## src/hdl/fixed_point_alu_unit_defines.svh

```systemverilog
// Assertion macros for the fixed-point ALU.
`ifndef FIXED_POINT_ALU_UNIT_DEFINES_SVH
`define FIXED_POINT_ALU_UNIT_DEFINES_SVH
`ifndef SYNTHESIS
`define FPA_ASSERT(lbl, clk, rst, prop) \
  lbl: assert property (@(posedge clk) disable iff (rst) (prop)) \
    else $error("fixed point alu check failed");
`define FPA_ASSERT_ALWAYS(lbl, clk, prop) \
  lbl: assert property (@(posedge clk) (prop)) \
    else $error("fixed point alu check failed");
`else
`define FPA_ASSERT(lbl, clk, rst, prop)
`define FPA_ASSERT_ALWAYS(lbl, clk, prop)
`endif
`endif

```

## src/hdl/fpa_pkg.sv

```systemverilog
// Types, constants and action codes shared by the fixed-point ALU.
package fpa_pkg;

  localparam int FRAC_BITS = 8;
  localparam int WORD_BITS = 32;
  localparam int DATA_W    = 32;
  localparam int SAT_W     = (WORD_BITS < DATA_W) ? WORD_BITS : DATA_W;
  localparam int EXT_W     = 2 * DATA_W + 2;
  localparam int NUM_W     = DATA_W + FRAC_BITS;
  localparam int QB        = 2;
  localparam int DIV_STAGES = (NUM_W + QB - 1) / QB;
  localparam int NUM_PAD   = DIV_STAGES * QB;

  typedef enum logic [3:0] {
    ACT_ADD      = 4'd0,
    ACT_SUB      = 4'd1,
    ACT_MUL      = 4'd2,
    ACT_DIV      = 4'd3,
    ACT_GT       = 4'd4,
    ACT_LT       = 4'd5,
    ACT_GE       = 4'd6,
    ACT_LE       = 4'd7,
    ACT_EQ       = 4'd8,
    ACT_NE       = 4'd9,
    ACT_INC      = 4'd10,
    ACT_DEC      = 4'd11,
    ACT_MIN      = 4'd12,
    ACT_MAX      = 4'd13,
    ACT_TO_INT   = 4'd14,
    ACT_FROM_INT = 4'd15
  } action_t;

  localparam logic [1:0] ST_OK   = 2'd0;
  localparam logic [1:0] ST_OVF  = 2'd1;
  localparam logic [1:0] ST_DIV0 = 2'd2;

  localparam logic signed [EXT_W-1:0] SAT_HI = (EXT_W'(1) <<< (SAT_W - 1)) - EXT_W'(1);
  localparam logic signed [EXT_W-1:0] SAT_LO = -SAT_HI - EXT_W'(1);
  localparam logic [EXT_W-1:0] RND_ADD =
    (FRAC_BITS == 0) ? EXT_W'(0) : (EXT_W'(1) << ((FRAC_BITS > 0) ? FRAC_BITS - 1 : 0));

  typedef struct packed {
    logic [3:0]               action;
    logic signed [DATA_W-1:0] operand_a;
    logic signed [DATA_W-1:0] operand_b;
  } req_word_t;

  typedef struct packed {
    logic signed [DATA_W-1:0] result_value;
    logic                     compare_true;
    logic [1:0]               status;
  } rsp_word_t;

  typedef struct packed {
    logic                    valid;
    action_t                 action;
    logic                    neg;
    logic                    zero_div;
    logic                    cmp;
    logic signed [EXT_W-1:0] pre;
    logic [DATA_W-1:0]       den;
    logic [DATA_W-1:0]       rem;
    logic [NUM_PAD-1:0]      quo;
  } pipe_t;

endpackage

```

## src/hdl/fpa_div_stage.sv

```systemverilog
// One restoring-division stage, QB quotient bits per stage.
module fpa_div_stage import fpa_pkg::*; (
  input  logic  clk,
  input  logic  rst,
  input  pipe_t in_pipe,
  output pipe_t out_pipe
);

  pipe_t step_next;

  always_comb begin
    logic [DATA_W:0]    trial;
    logic [DATA_W-1:0]  r;
    logic [NUM_PAD-1:0] q;
    step_next = in_pipe;
    r = in_pipe.rem;
    q = in_pipe.quo;
    for (int i = 0; i < QB; i++) begin
      trial = {r, q[NUM_PAD-1]};
      q = {q[NUM_PAD-2:0], 1'b0};
      if (trial >= {1'b0, in_pipe.den}) begin
        trial = trial - {1'b0, in_pipe.den};
        q[0] = 1'b1;
      end
      r = trial[DATA_W-1:0];
    end
    step_next.rem = r;
    step_next.quo = q;
  end

  always_ff @(posedge clk) begin
    if (rst) begin
      out_pipe <= '0;
    end else begin
      out_pipe <= step_next;
    end
  end

endmodule

```

## config.mk

```make
export PLATFORM = sky130hd
export DESIGN_NAME = fpa_div_stage
export DESIGN_NICKNAME = d
export VERILOG_FILES = /design/src/hdl/fixed_point_alu_unit_defines.svh /design/src/hdl/fpa_pkg.sv /design/src/hdl/fpa_div_stage.sv
export SDC_FILE = /design/constraint.sdc
export NUM_CORES = 1
export LEC_CHECK = 0
export BUFFER_PORTS_ARGS = -buffer_cell sky130_fd_sc_hd__buf_2
export CORE_MARGIN = 2
export CORE_UTILIZATION = 30
export DETAILED_ROUTE_END_ITERATION = 6
export PLACE_DENSITY_LB_ADDON = 0.1
export SLEW_MARGIN = 20
export SYNTH_ARGS = -nofsm -noshare
export SYNTH_HDL_FRONTEND = slang
export SYNTH_SLANG_ARGS = --single-unit
export TNS_END_PERCENT = 10
```

## constraint.sdc

```tcl
create_clock -name clk -period 16 [get_ports clk]
set_input_delay 3.2 -clock clk [delete_from_list [all_inputs] [get_ports clk]]
set_output_delay 3.2 -clock clk [all_outputs]
set_load 0.02 [all_outputs]
```

Word-level counts from Yosys, hierarchy flattened
Index checks and enable logic that the tools add are counted.
- mux-type cells: 4
- order comparisons: 2
- $add $sub $neg: 2
- operator list (kind ; count):
    33-bit by 32-bit >= comparator with 1-bit output ; 2
    32-bit two-way mux ; 2
    32-bit subtractor ; 2
    1-bit two-way mux ; 2
- output and inout bits: 178
- word-level logic and storage cells: 17
- input port bits: 180
- bits in registers: 178

Logic depth before layout (Yosys ltp)
- depth after elaboration: 4
- gate-level depth with buffers: 27

Worst setup path before layout
No wires, ideal clock.
- path kind: input to register
- start point: input port in_pipe[100] (netlist bit)
- end point: register out_pipe[41] (netlist bit)
- cell stages on the path: 27
- library setup time: 0.128 ns
- path slack: 8.195 ns
- required time: 15.872 ns
- path buffers: 7
- arrival: 7.677 ns
- cells stage by stage: inv_1 ha_1 clkbuf_1 and4_1 and3_1 and3_1 a31oi_1 o221ai_1 or3_1 buf_4 buf_2 buf_2 a21oi_1 ha_1 clkbuf_1 a211o_1 a21oi_1 o21ai_0 a31oi_1 o22ai_1 a41oi_1 nand2_1 a211oi_2 buf_6 buf_8 mux2i_1 nor2_1
- cells in the longest elaborated chain, start to end: 4
- elaborated cells between the ends (all ways): 6
- ends and longest elaborated chain (item ; line ; text):
    start: declaration ; fpa_div_stage.sv:5 ; input pipe_t in_pipe,
    33-bit by 32-bit >= comparator with 1-bit output / 32-bit subtractor (equally long branches) ; fpa_div_stage.sv:21, fpa_div_stage.sv:22 ;
    32-bit two-way mux ; fpa_div_stage.sv:21 ; if (trial >= {1'b0, in_pipe.den}) begin
    32-bit subtractor / 33-bit by 32-bit >= comparator with 1-bit output (equally long branches) ; fpa_div_stage.sv:22, fpa_div_stage.sv:21 ;
    32-bit two-way mux * ; fpa_div_stage.sv:21 ;
    end signal: assignment ; fpa_div_stage.sv:35 ; out_pipe <= step_next;
    end: declaration ; fpa_div_stage.sv:6 ; output pipe_t out_pipe
Mark *: on every way between the ends. The rest lies on a longest branch, timed or not.
A chain may end at the register's enable or synchronous reset.

Worst setup path after layout
- start point: input port in_pipe[75] (netlist bit)
- end point: register out_pipe[55] (netlist bit)
- cells in the longest elaborated chain, start to end: 4
- elaborated cells between the ends (all ways): 6
- ends and longest elaborated chain (item ; line):
    32-bit subtractor / 33-bit by 32-bit >= comparator with 1-bit output (equally long branches) ; fpa_div_stage.sv:22, fpa_div_stage.sv:21
    32-bit two-way mux ; fpa_div_stage.sv:21
    32-bit subtractor / 33-bit by 32-bit >= comparator with 1-bit output (equally long branches) ; fpa_div_stage.sv:22, fpa_div_stage.sv:21
    32-bit two-way mux * ; fpa_div_stage.sv:21
Marks and branches as above.

==> impl_metrics.tcl <==
set metrics [dict create \
    largest_reg_flops 178 \
    wl_um 29100 \
    rows 63 \
    core_um2 29400 \
    wl_met1_um 12300 \
    cts_resized 0 \
    cp-end-kind "register" \
    h-tree-depth 4 \
    regMostFlops "out_pipe" \
    nFillCells 3052 \
    p_leak_nw 5.71 \
    cts-root-buf "clkbuf_16" \
    die-area_um2 31000 \
    cts.reportedPaths.clkPinSlew_ns 0.07 \
    synth_edf_count 0 \
    grt.overflow.total 0 \
    ios 358 \
    worst_pin_slew_ns 0.951 \
    antenna_found_initial 2 \
    min_period_over_period_pct 57.5 \
    ys.flop_type "dfxtp_1" \
    cp_slowest_cell "or3_1" \
    status "finished, final reports clean" \
    max_cap_violations 0 \
    fin_setup_tns_ns 0 \
    post-route-drc-count 0 \
    powerDensity_nw_per_um2 125 \
    grt_pass1_vias 7938 \
    peakVddDrop_uv 67.9 \
    die_x_um 176 \
    cts_setup_buffers 0 \
    cts_buffer_depth 2 \
    met2_length_um 14700 \
    hold_violations 0 \
    yosysWarnings 0 \
    synthTopCellsByArea "dfxtp_1 (40%), ha_1 (9.0%), nor2b_1 (8.4%), nor2_1 (4.9%), a21oi_1 (4.4%)" \
    ys_types 65 \
    layout-drive-gt1-share_pct 30.5 \
    setup_violations 0 \
    crit_required_ns 16.31 \
    synth_top_cell_area_share_pct 40.1 \
    grt_max_degree 116 \
    ys_seq_area_share_pct 40.1 \
    rsz0062_at_grt "no" \
    grt_first_pass_wirelength_um 44300 \
    fmax_mhz 109 \
    hold_buffers 0 \
    dr.pass1.iters 5 \
    cts.sinks 178 \
    viasPerCell 4.61 \
    hold_path_class "input port to register" \
    mappedNetlistArea_um2 8890 \
    yosys.area.top_type "dfxtp_1" \
    mostFrequentLayoutCell "buf_2" \
    layout_common_cells "buf_2 (356), dfxtp_1 (178), nor2b_1 (119), nor2_1 (117), a21oi_1 (78)" \
    nets 1582 \
    cts_tree "done" \
    place_hpwl_um 23000 \
    area_growth_pct 30.4 \
    synth_area_per_cell_um2 8.85 \
    crit_fanout 38 \
    ys_async_sr_fraction_pct 0 \
    startpoint "in_pipe[75]" \
    reg.largest.list "out_pipe x178" \
    wl_per_cell_um 16.8 \
    crit_type "input port to register" \
    synthCells 1005 \
    max_stage_delay_ns 0.76 \
    antenna_cells 0 \
    pre_cts_slack_ns 6.32 \
    dr_wl_met3_um 1860 \
    start_util_pct 30.2 \
    cp-start-kind "input port" \
    crit_chain "buf_2 -> inv_1 -> ha_1 -> a211oi_2 -> and2_1 -> a221o_1 -> and4_4 -> nor4b_2 -> or3_1 -> buf_4 -> mux2_2 -> ha_1 -> a21oi_1 -> nand2_1 -> o211ai_1 -> and3_1 -> o22ai_1 -> a41oi_1 -> nand2_1 -> a211oi_4 -> buf_4 -> mux2i_1 -> nor2_1" \
    port_buffers 357 \
    report.final.slew_viol_count 0 \
    endpoint "out_pipe[55]" \
    ant_nets 0 \
    drt_iter0_markers 339 \
    grt_usage_pct 18.5 \
    syn_nets 1251 \
    cp.arrival_ns 9.51 \
    ys_seq_elements 178 \
    vias 8016 \
    fin_crit_ns 9.20 \
    numCtsBuffers 17 \
    gp_congestion 0.805 \
    relSlewSlack_pct 36.6 \
    routed.top_layer "met5" \
    fp.dieH_um 176 \
    setup_slack_ns 6.80 \
]
-- metrics by stage --
stage | hold slack (ns) | instances | instance area, um^2 | util (%) | total power, mW
global route | 2.94 | 1739 | 11600 | 39.4 | 1.54
CTS | 2.93 | 1739 | 11600 | 39.4 | 1.47
floorplan | 3.33 | 1005 | 8890 | - | 0.879
detailed placement | 3.41 | 1707 | 11000 | 37.4 | 1.03
global placement | 3.41 | 1707 | 11000 | 37.4 | 1.03
finish | 2.96 | 1739 | 11600 | 39.4 | 1.45
-- cell type report --
class / instances / area, um^2 / share of cell area (%)
multi-input cells: 722 / 4900 / 42.3
flip-flops and latches: 178 / 3560 / 30.7
repair buffers: 360 / 1820 / 15.7
well taps: 390 / 488 / 4.21
clock buffers: 21 / 470 / 4.06
inverters: 57 / 214 / 1.84
clock inverters: 11 / 145 / 1.25
-- layer usage --
metal,up-vias,track usage [%]
met4,4,4.27
met5,-,0
li1,4090,-
met2,237,33.7
met3,22,4.61
met1,3663,21.7
-- power by group --
| part | internal, mW | total, mW | switching (mW) |
|---|---|---|---|
| Combinational | 0.206 | 0.515 | 0.309 |
| Sequential | 0.490 | 0.500 | 0.0108 |
| Clock | 0.247 | 0.437 | 0.190 |
-- cells in the mapped netlist (all sizes together), types with 4 or more instances --
library cell    n
o22ai           5
buf            13
clkbuf         35
and2            4
o21ai          27
o211ai         12
mux2i          27
ha             64
nor2b         119
nand2b         10
nor3            8
and4            4
nor2          117
nand2          42
a31oi          10
inv            57
a41oi           6
and3           10
xnor2          39
o21bai          6
xor2           18
a21o           25
nand4          12
nand3          13
o21a            6
a21oi          79
a211oi          6
dfxtp         178
mux2           11
-- cell families (layout without fill, tap and decap cells) --
| kind of cell | count (synthesis) | in the layout | synth area share, % |
|---|---|---|---|
| adder cells (fa/ha/maj) | 66 | 66 | 9.45 |
| flip-flops | 178 | 178 | 40.1 |
| AND/OR/NAND/NOR | 351 | 351 | 20.2 |
| multiplexers | 38 | 38 | 4.43 |
| AO/OA/AOI/OAI | 210 | 210 | 15.3 |
| XOR/XNOR | 57 | 57 | 5.61 |
| buffers and inverters | 105 | 449 | 4.90 |
-- critical path: cells and delay by family --
family,cells,cell delay (ns)
AO/OA/AOI/OAI,7,1.62
AND/OR/NAND/NOR,8,2.01
adder cells (fa/ha/maj),2,0.80
multiplexers,2,0.72
buffers and inverters,4,1.14
-- worst min-delay path by stage --
stage | start | endpoint | slack, ns | depth (start not counted)
global placement | in_pipe[159] | out_pipe[159] | 3.41 | 2
CTS | in_pipe[10] | out_pipe[12] | 2.93 | 2
floorplan | in_pipe[104] | out_pipe[104] | 3.33 | 1
finish | in_pipe[10] | out_pipe[12] | 2.96 | 2
global route | in_pipe[17] | out_pipe[19] | 2.94 | 2
detailed placement | in_pipe[27] | out_pipe[29] | 3.41 | 2
No activity file was read; power rests on OpenSTA's default activity.
