===== config.mk =====
export PLATFORM = sky130hd
export DESIGN_NAME = fpa_front
export DESIGN_NICKNAME = d
export VERILOG_FILES = /design/src/hdl/fixed_point_alu_unit_defines.svh /design/src/hdl/fpa_pkg.sv /design/src/hdl/fpa_front.sv
export SDC_FILE = /design/constraint.sdc
export NUM_CORES = 2
export LEC_CHECK = 0
export BUFFER_PORTS_ARGS = -buffer_cell sky130_fd_sc_hd__buf_4
export CORE_MARGIN = 3
export CORE_UTILIZATION = 45
export CTS_BUF_LIST = sky130_fd_sc_hd__clkbuf_16
export DETAILED_ROUTE_END_ITERATION = 8
export GPL_TIMING_DRIVEN = 0
export PLACE_DENSITY_LB_ADDON = 0.15
export SYNTH_ARGS = -nofsm -noshare
export SYNTH_HDL_FRONTEND = slang
export SYNTH_SLANG_ARGS = --single-unit
export TNS_END_PERCENT = 30

===== constraint.sdc =====
create_clock -name clk -period 11 [get_ports clk]
set_clock_uncertainty 0.05 [all_clocks]
set_input_delay 2.75 -clock clk [delete_from_list [all_inputs] [get_ports clk]]
set_output_delay 2.75 -clock clk [all_outputs]
set_load 0.005 [all_outputs]

===== src/hdl/fixed_point_alu_unit_defines.svh =====
// Assertion macros for the fixed-point ALU.
`ifndef FIXED_POINT_ALU_UNIT_DEFINES_SVH
`define FIXED_POINT_ALU_UNIT_DEFINES_SVH
`ifndef SYNTHESIS
`define FPA_ASSERT(lbl, clk, rst, prop) \
  lbl: assert property (@(posedge clk) disable iff (rst) (prop)) \
    else $error("fixed point alu check failed");
`define FPA_ASSERT_ALWAYS(lbl, clk, prop) \
  lbl: assert property (@(posedge clk) (prop)) \
    else $error("fixed point alu check failed");
`else
`define FPA_ASSERT(lbl, clk, rst, prop)
`define FPA_ASSERT_ALWAYS(lbl, clk, prop)
`endif
`endif


===== src/hdl/fpa_pkg.sv =====
// Types, constants and action codes shared by the fixed-point ALU.
package fpa_pkg;

  localparam int FRAC_BITS = 8;
  localparam int WORD_BITS = 32;
  localparam int DATA_W    = 32;
  localparam int SAT_W     = (WORD_BITS < DATA_W) ? WORD_BITS : DATA_W;
  localparam int EXT_W     = 2 * DATA_W + 2;
  localparam int NUM_W     = DATA_W + FRAC_BITS;
  localparam int QB        = 2;
  localparam int DIV_STAGES = (NUM_W + QB - 1) / QB;
  localparam int NUM_PAD   = DIV_STAGES * QB;

  typedef enum logic [3:0] {
    ACT_ADD      = 4'd0,
    ACT_SUB      = 4'd1,
    ACT_MUL      = 4'd2,
    ACT_DIV      = 4'd3,
    ACT_GT       = 4'd4,
    ACT_LT       = 4'd5,
    ACT_GE       = 4'd6,
    ACT_LE       = 4'd7,
    ACT_EQ       = 4'd8,
    ACT_NE       = 4'd9,
    ACT_INC      = 4'd10,
    ACT_DEC      = 4'd11,
    ACT_MIN      = 4'd12,
    ACT_MAX      = 4'd13,
    ACT_TO_INT   = 4'd14,
    ACT_FROM_INT = 4'd15
  } action_t;

  localparam logic [1:0] ST_OK   = 2'd0;
  localparam logic [1:0] ST_OVF  = 2'd1;
  localparam logic [1:0] ST_DIV0 = 2'd2;

  localparam logic signed [EXT_W-1:0] SAT_HI = (EXT_W'(1) <<< (SAT_W - 1)) - EXT_W'(1);
  localparam logic signed [EXT_W-1:0] SAT_LO = -SAT_HI - EXT_W'(1);
  localparam logic [EXT_W-1:0] RND_ADD =
    (FRAC_BITS == 0) ? EXT_W'(0) : (EXT_W'(1) << ((FRAC_BITS > 0) ? FRAC_BITS - 1 : 0));

  typedef struct packed {
    logic [3:0]               action;
    logic signed [DATA_W-1:0] operand_a;
    logic signed [DATA_W-1:0] operand_b;
  } req_word_t;

  typedef struct packed {
    logic signed [DATA_W-1:0] result_value;
    logic                     compare_true;
    logic [1:0]               status;
  } rsp_word_t;

  typedef struct packed {
    logic                    valid;
    action_t                 action;
    logic                    neg;
    logic                    zero_div;
    logic                    cmp;
    logic signed [EXT_W-1:0] pre;
    logic [DATA_W-1:0]       den;
    logic [DATA_W-1:0]       rem;
    logic [NUM_PAD-1:0]      quo;
  } pipe_t;

endpackage


===== src/hdl/fpa_front.sv =====
// Operand decode, simple results, magnitudes and the multiplier (two stages).
module fpa_front import fpa_pkg::*; (
  input  logic      clk,
  input  logic      rst,
  input  logic      in_valid,
  input  req_word_t in_word,
  output pipe_t     out_pipe
);

  typedef struct packed {
    logic                    valid;
    action_t                 action;
    logic                    neg;
    logic                    zero_div;
    logic                    cmp;
    logic signed [EXT_W-1:0] pre;
    logic [DATA_W-1:0]       ma;
    logic [DATA_W-1:0]       mb;
  } mid_t;

  mid_t  s1, s1_next;
  pipe_t s2_next;

  logic signed [EXT_W-1:0] a, b;
  logic signed [EXT_W-1:0] neg_a, neg_b;
  logic [2*DATA_W-1:0]     prod;

  assign a     = EXT_W'(in_word.operand_a);
  assign b     = EXT_W'(in_word.operand_b);
  assign neg_a = -a;
  assign neg_b = -b;
  assign prod  = (2*DATA_W)'(s1.ma) * (2*DATA_W)'(s1.mb);

  always_comb begin
    s1_next          = '0;
    s1_next.valid    = in_valid;
    s1_next.action   = action_t'(in_word.action);
    s1_next.neg      = in_word.operand_a[DATA_W-1] ^ in_word.operand_b[DATA_W-1];
    s1_next.zero_div = (in_word.operand_b == '0);
    s1_next.ma       = in_word.operand_a[DATA_W-1] ? neg_a[DATA_W-1:0] : a[DATA_W-1:0];
    s1_next.mb       = in_word.operand_b[DATA_W-1] ? neg_b[DATA_W-1:0] : b[DATA_W-1:0];
    unique case (action_t'(in_word.action)) inside
      ACT_ADD:      s1_next.pre = a + b;
      ACT_SUB:      s1_next.pre = a - b;
      ACT_INC:      s1_next.pre = a + EXT_W'(1);
      ACT_DEC:      s1_next.pre = a - EXT_W'(1);
      ACT_MIN:      s1_next.pre = (a < b) ? a : b;
      ACT_MAX:      s1_next.pre = (a > b) ? a : b;
      ACT_TO_INT:   s1_next.pre = a >>> FRAC_BITS;
      ACT_FROM_INT: s1_next.pre = a <<< FRAC_BITS;
      ACT_GT:       s1_next.cmp = (a > b);
      ACT_LT:       s1_next.cmp = (a < b);
      ACT_GE:       s1_next.cmp = (a >= b);
      ACT_LE:       s1_next.cmp = (a <= b);
      ACT_EQ:       s1_next.cmp = (a == b);
      ACT_NE:       s1_next.cmp = (a != b);
      ACT_MUL, ACT_DIV: s1_next.pre = '0;
      default:      s1_next.pre = '0;
    endcase
  end

  always_comb begin
    s2_next          = '0;
    s2_next.valid    = s1.valid;
    s2_next.action   = s1.action;
    s2_next.neg      = s1.neg;
    s2_next.zero_div = s1.zero_div;
    s2_next.cmp      = s1.cmp;
    s2_next.pre      = (s1.action == ACT_MUL) ? EXT_W'(prod) : s1.pre;
    s2_next.den      = s1.mb;
    s2_next.rem      = '0;
    s2_next.quo      = NUM_PAD'(s1.ma) << FRAC_BITS;
  end

  always_ff @(posedge clk) begin
    if (rst) begin
      s1       <= '0;
      out_pipe <= '0;
    end else begin
      s1       <= s1_next;
      out_pipe <= s2_next;
    end
  end

endmodule


# After elaboration in Yosys (flattened, before gate mapping)
# Index checks and enable logic that the tools add are counted.
# op_classes
addsub,6
n_mul,1
order_cmp,4
eq_ne,16
muxes,7
bitwise_logic,3
reduce_logical,5
# op_table
cell,n
66-bit case mux with 8 select lines,1
66-bit 2-to-1 mux,2
32-bit by 32-bit multiplier with 64-bit output,1
64-bit 2-to-1 mux,1
32-bit negator,2
31-bit 2-to-1 mux,2
"32-bit by 2-bit adder with 33-bit output, second input constant",1
32-bit by 32-bit adder with 33-bit output,1
"32-bit by 2-bit subtractor with 33-bit output, second input constant",1
32-bit by 32-bit subtractor with 33-bit output,1
32-bit == test,1
"4-bit == test, second input constant",8
32-bit greater-or-equal comparator,1
32-bit > comparator,1
32-bit less-or-equal comparator,1
32-bit logical NOT,1
32-bit < comparator,1
32-bit inequality test,1
"4-bit by 3-bit == test with 1-bit output, second input constant",4
1-bit case mux with 6 select lines,1
2-bit OR reduction,3
"4-bit by 1-bit == test with 1-bit output, second input constant",1
"4-bit by 2-bit == test with 1-bit output, second input constant",1
4-bit logical NOT,1
other kinds (2),3
# totals
ff_bits,284
inputBits,71
output_inout_bits,178
word_cells,62

# Longest topological paths before layout
# depth
ltp_word,3
mapped_depth,28
ltp_nobuf,26

# Worst setup path after synthesis
# OpenSTA, ideal clock, no wires.
# synth_timing
path_type,register to register
startpoint,register s1[8] (netlist name)
endpoint,register out_pipe[164] (netlist name)
setup_time_ns,0.116
arrival_ns,7.150
t_required_ns,10.834
setup_slack_ns,3.684
path_stages_with_launch,26
path_buffers,2
period_less_slack_ns,7.316
cell_sequence,dfxtp_1 -> clkbuf_1 -> nand2_1 -> fa_1 -> fa_1 -> fa_1 -> fa_1 -> inv_1 -> fa_1 -> fa_1 -> fa_1 -> inv_1 -> fa_1 -> inv_1 -> ha_1 -> clkbuf_1 -> a21oi_1 -> o21bai_1 -> a211oi_1 -> o21a_1 -> o221a_2 -> a21oi_1 -> o2111ai_1 -> nand2_1 -> or4_1 -> a31o_2
# synth_via
elab_chain_len,2
# synth_lines
item,line,rtl
from (decl),fpa_front.sv:21,"mid_t s1, s1_next;"
from (signal assigned),fpa_front.sv:80,s1 <= s1_next;
32-bit by 32-bit multiplier with 64-bit output,fpa_front.sv:32,assign prod = (2*DATA_W)'(s1.ma) * (2*DATA_W)'(s1.mb);
64-bit 2-to-1 mux,fpa_front.sv:69,s2_next.pre = (s1.action == ACT_MUL) ? EXT_W'(prod) : s1.pre;
to (signal assigned),fpa_front.sv:81,out_pipe <= s2_next;
to (decl),fpa_front.sv:7,output pipe_t out_pipe
# No other way between the ends.
# A chain may end at the register's enable or synchronous reset.

# Worst setup path in the final report
# layout_timing
startpoint,register s1[47] (netlist name)
endpoint,register out_pipe[160] (netlist name)
# Same word-level chain as after synthesis.

==> results.py <==
metrics = {
    "flow_run": {
        "max_cap_violations": 0,
    },
    "routing": {
        "post_drt_via_cell_ratio": 5.627,
        "detail_route.wl_per_cell_um": 26.64,
        "number_of_drc_violations_after_detailed_routing": 0,
        "dr.first_iter.drc_count": 4432,
        "drt.antenna.violating_nets": 0,
        "via_count": 40610,
        "finalWirelength_um": 192200,
        "detailedRoute.firstPassIterationCount": 9,
    },
    "run_status": {
        "outcome": "finished, final reports clean",
    },
    "global_routing": {
        "grt_overflow": 0,
        "initial_antenna_violation_count": 23,
        "grt_pass1_wl_um": 282800,
        "grt_max_degree": 16,
        "grt.total_usage_pct": 34.79,
        "first_global_vias": 41520,
    },
    "logic_synthesis": {
        "synthTopCellsByArea": "fa_1, dfxtp_1, ha_1",
        "fraction_of_the_mapped_netlist_area_in_simple_logic_gates_pct": 19.18,
        "postSynth.topFlopCell": "dfxtp_1",
        "synth-edff-count": 0,
        "netlist.top_cell.by_area": "fa_1",
        "proportion_of_synthesized_chip_area_in_sequential_cells_pct": 10.39,
        "yosysMostFrequentCell": "inv_1",
        "synth-warning-count": 0,
        "yosys_register_bits": 249,
        "synth.mux.area_fraction_pct": 1.544,
        "post_synth_fa_ha_maj_area_fraction_pct": 46.07,
        "syn-instance-count": 5513,
        "synth_compound_area_share_pct": 8.985,
        "synth_commonest_cells": "inv_1, fa_1, nand2_1, and2_1, ha_1",
        "synth_xor_area_share_pct": 3.030,
        "ys_types": 81,
        "mappedNetlistArea_um2": 47990,
        "synthesis.area_per_instance_um2": 8.705,
        "asyncSetResetFlopFracSynth_pct": 0,
        "synth.top_cell.area_share_pct": 37.46,
        "synth_top_family_by_area": "adder cells",
    },
    "timing": {
        "maxClockFrequency_mhz": 96.88,
        "final-setup-viol-count": 0,
        "unrepaired_setup_endpoints_after_global_routing": "no",
        "setup_tns_ns": 0,
        "period_minus_slack_ns": 10.32,
        "worst_margin_slew_ns": 1.361,
        "fin_worst_hold_slack_ns": 0.3873,
        "post-route-period-util_pct": 93.84,
        "worst_slew_margin_relative_to_its_limit_pct": 9.279,
        "number_of_pins_exceeding_their_max_slew_limit_in_the_final_report": 0,
        "finalHoldViolCount": 0,
    },
    "setup_path": {
        "setup.worst_path.start": "s1[47]",
        "required_ns": 11.42,
        "critPathCapture": "out_pipe[160]",
        "crit_type": "reg2reg",
        "r2r_setup_slack_ns": 0.68,
        "cp_max_fo": 10,
        "worst-r2r-cell-count": 26,
        "cp-end-kind": "flop",
        "setup.worst_path.start_class": "flop",
        "worstReg2RegStart": "s1[47]",
        "crit-reg2reg-capture": "out_pipe[160]",
        "timing.critical_path.arrival_ns": 10.74,
    },
    "clock_tree": {
        "clock_latency_ns": 0.61,
        "cts.hold.buffers_added": 0,
        "post_cts_resized": 0,
        "number_of_clock_buffers_inserted_by_tritoncts": 30,
        "clk_pin_slew_worst_paths_ns": 0.10,
        "cts.sinks": 249,
        "htree_levels": 1,
        "postCtsSetupRepairBufs": 0,
        "cts_buffer_depth": 3,
        "tritoncts": "built",
        "cts.root.buffer_cell": "clkbuf_16",
    },
    "cells_and_area": {
        "finalNonFillerCells": 7217,
        "final_layout_size_suffix_gt1_share_pct": 6.209,
        "stdcell_area_um2": 52480,
        "syn2layout_area_growth_pct": 9.355,
        "number_of_nets_in_the_final_layout": 7090,
    },
    "placed_design": {
        "numPortBuffers": 207,
        "post_dp_cell_area_um2": 51430,
        "place.detailed.hpwl_um": 160900,
        "globalplace.congestion": 0.9922,
        "placedCellCount": 7150,
    },
    "hold_path": {
        "worstHoldPathType": "reg2reg",
        "hold_depth": 2,
    },
    "floorplanning": {
        "core_area_um2": 105600,
        "die_h_um": 332.6,
        "die_width_um": 332.6,
        "boundaryPins": 249,
        "floorplan.rows": 119,
        "dieArea_um2": 110600,
        "floorplan.initialDensity_pct": 45.46,
    },
    "pwr": {
        "static_leak_nw": 25.06,
        "power-per-cell-area_nw_per_um2": 190.4,
        "vdd.ir_drop.worst_mv": 0.2028,
    },
}
==> power breakdown <==
| part | switching, mW | total [mW] | internal [mW] | leakage (nW) |
|---|---|---|---|---|
| Sequential | 0.110 | 1.10 | 0.989 | 2.04 |
| Clock | 0.452 | 1.05 | 0.597 | 0.501 |
| Combinational | 5.02 | 7.84 | 2.82 | 22.5 |
==> stage by stage <==
step	worst slack (ns)	utilization [%]	total power [mW]
5_1_grt	0.3727	49.68	10.78
3_5_place_dp	0.7223	48.72	8.677
6_report	0.6777	49.71	9.993
2_1_floorplan	3.684	-	6.058
3_3_place_gp	0.8652	48.72	8.702
4_1_cts	0.7220	49.68	9.819
==> area by class of cell <==
type	count	area [um^2]
Antenna cell	12	30.03
Fill cell	10310	53090
Clock buffer	30	750.7
Sequential cell	249	4985
Timing Repair Buffer	207	1554
Buffer	396	1700
Inverter	928	3483
Multi-Input combinational cell	3979	37970
Tap cell	1391	1740
Clock inverter	25	267.8
==> kinds of logic after synthesis <==
| kind of cell | Yosys count |
|---|---|
| AND/OR/NAND/NOR | 1822 |
| XOR/XNOR | 166 |
| other | 1 |
| multiplexers | 74 |
| AO/OA/AOI/OAI | 649 |
| flip-flops | 249 |
| buffers and inverters | 1324 |
| adder cells (fa/ha/maj) | 1228 |
==> cell usage in the layout, fill, tap and decap left out, types with 12 or more instances in the layout <==
master / n
inv_1: 929
fa_1: 898
nand2_1: 648
and2_1: 601
ha_1: 330
clkbuf_1: 325
buf_4: 254
dfxtp_1: 249
nor2_1: 207
a21oi_1: 194
o21ai_0: 121
xnor2_1: 100
nor2b_1: 90
mux2i_1: 74
xor2_1: 66
nor3_1: 55
nand3_1: 55
a21o_1: 47
conb_1: 40
nand4_1: 33
clkbuf_16: 30
or3_1: 29
a211oi_1: 27
a31oi_1: 25
o21a_1: 25
and3_1: 23
nand2b_1: 20
o21bai_1: 20
o211ai_1: 19
o31ai_1: 19
a222oi_1: 19
o221ai_1: 16
nor4_1: 14
or4_1: 14
o221a_2: 14
a221oi_1: 13
diode_2: 12
buf_2: 12
==> worst max-delay path: stages, from the launching register on <==
cell	delay, ns
dfxtp_1	0.78
clkbuf_1	0.74
and2_1	0.26
fa_1	0.42
inv_1	0.08
fa_1	0.43
fa_1	0.57
fa_1	0.57
inv_1	0.05
fa_1	0.50
inv_1	0.06
fa_1	0.61
inv_1	0.08
fa_1	0.43
fa_1	0.50
ha_1	0.29
clkbuf_1	0.19
a21oi_1	0.27
o21ai_0	0.13
a221oi_1	0.36
o21ai_0	0.30
o21ai_0	0.89
a21oi_1	0.24
o2111ai_1	0.46
nand3_1	0.32
o311ai_0	0.41
o211ai_1	0.15
==> sequential cells by signal, summed over array words and instances (netlist names) <==
name      flops
out_pipe    137
s1          112
==> worst min path at each step <==
stage                        from       endpoint  slack [ns]
after floorplan            s1[86]  out_pipe[126]        0.35
after global placement     s1[64]  out_pipe[104]        0.37
after detailed placement  s1[132]  out_pipe[172]        0.38
after CTS                  s1[79]  out_pipe[119]        0.39
after global routing       s1[66]  out_pipe[106]        0.41
final                      s1[79]  out_pipe[119]        0.39
==> layer usage <==
layer  wire length, um  vias up  track usage [%]
li1                  -    17550                -
met4             10390        6            15.31
met5                38        -                0
met3             21810      429            8.367
met1             78530    20400            47.95
met2             81460     2228            52.15
No activity file was read; power rests on OpenSTA's default activity.
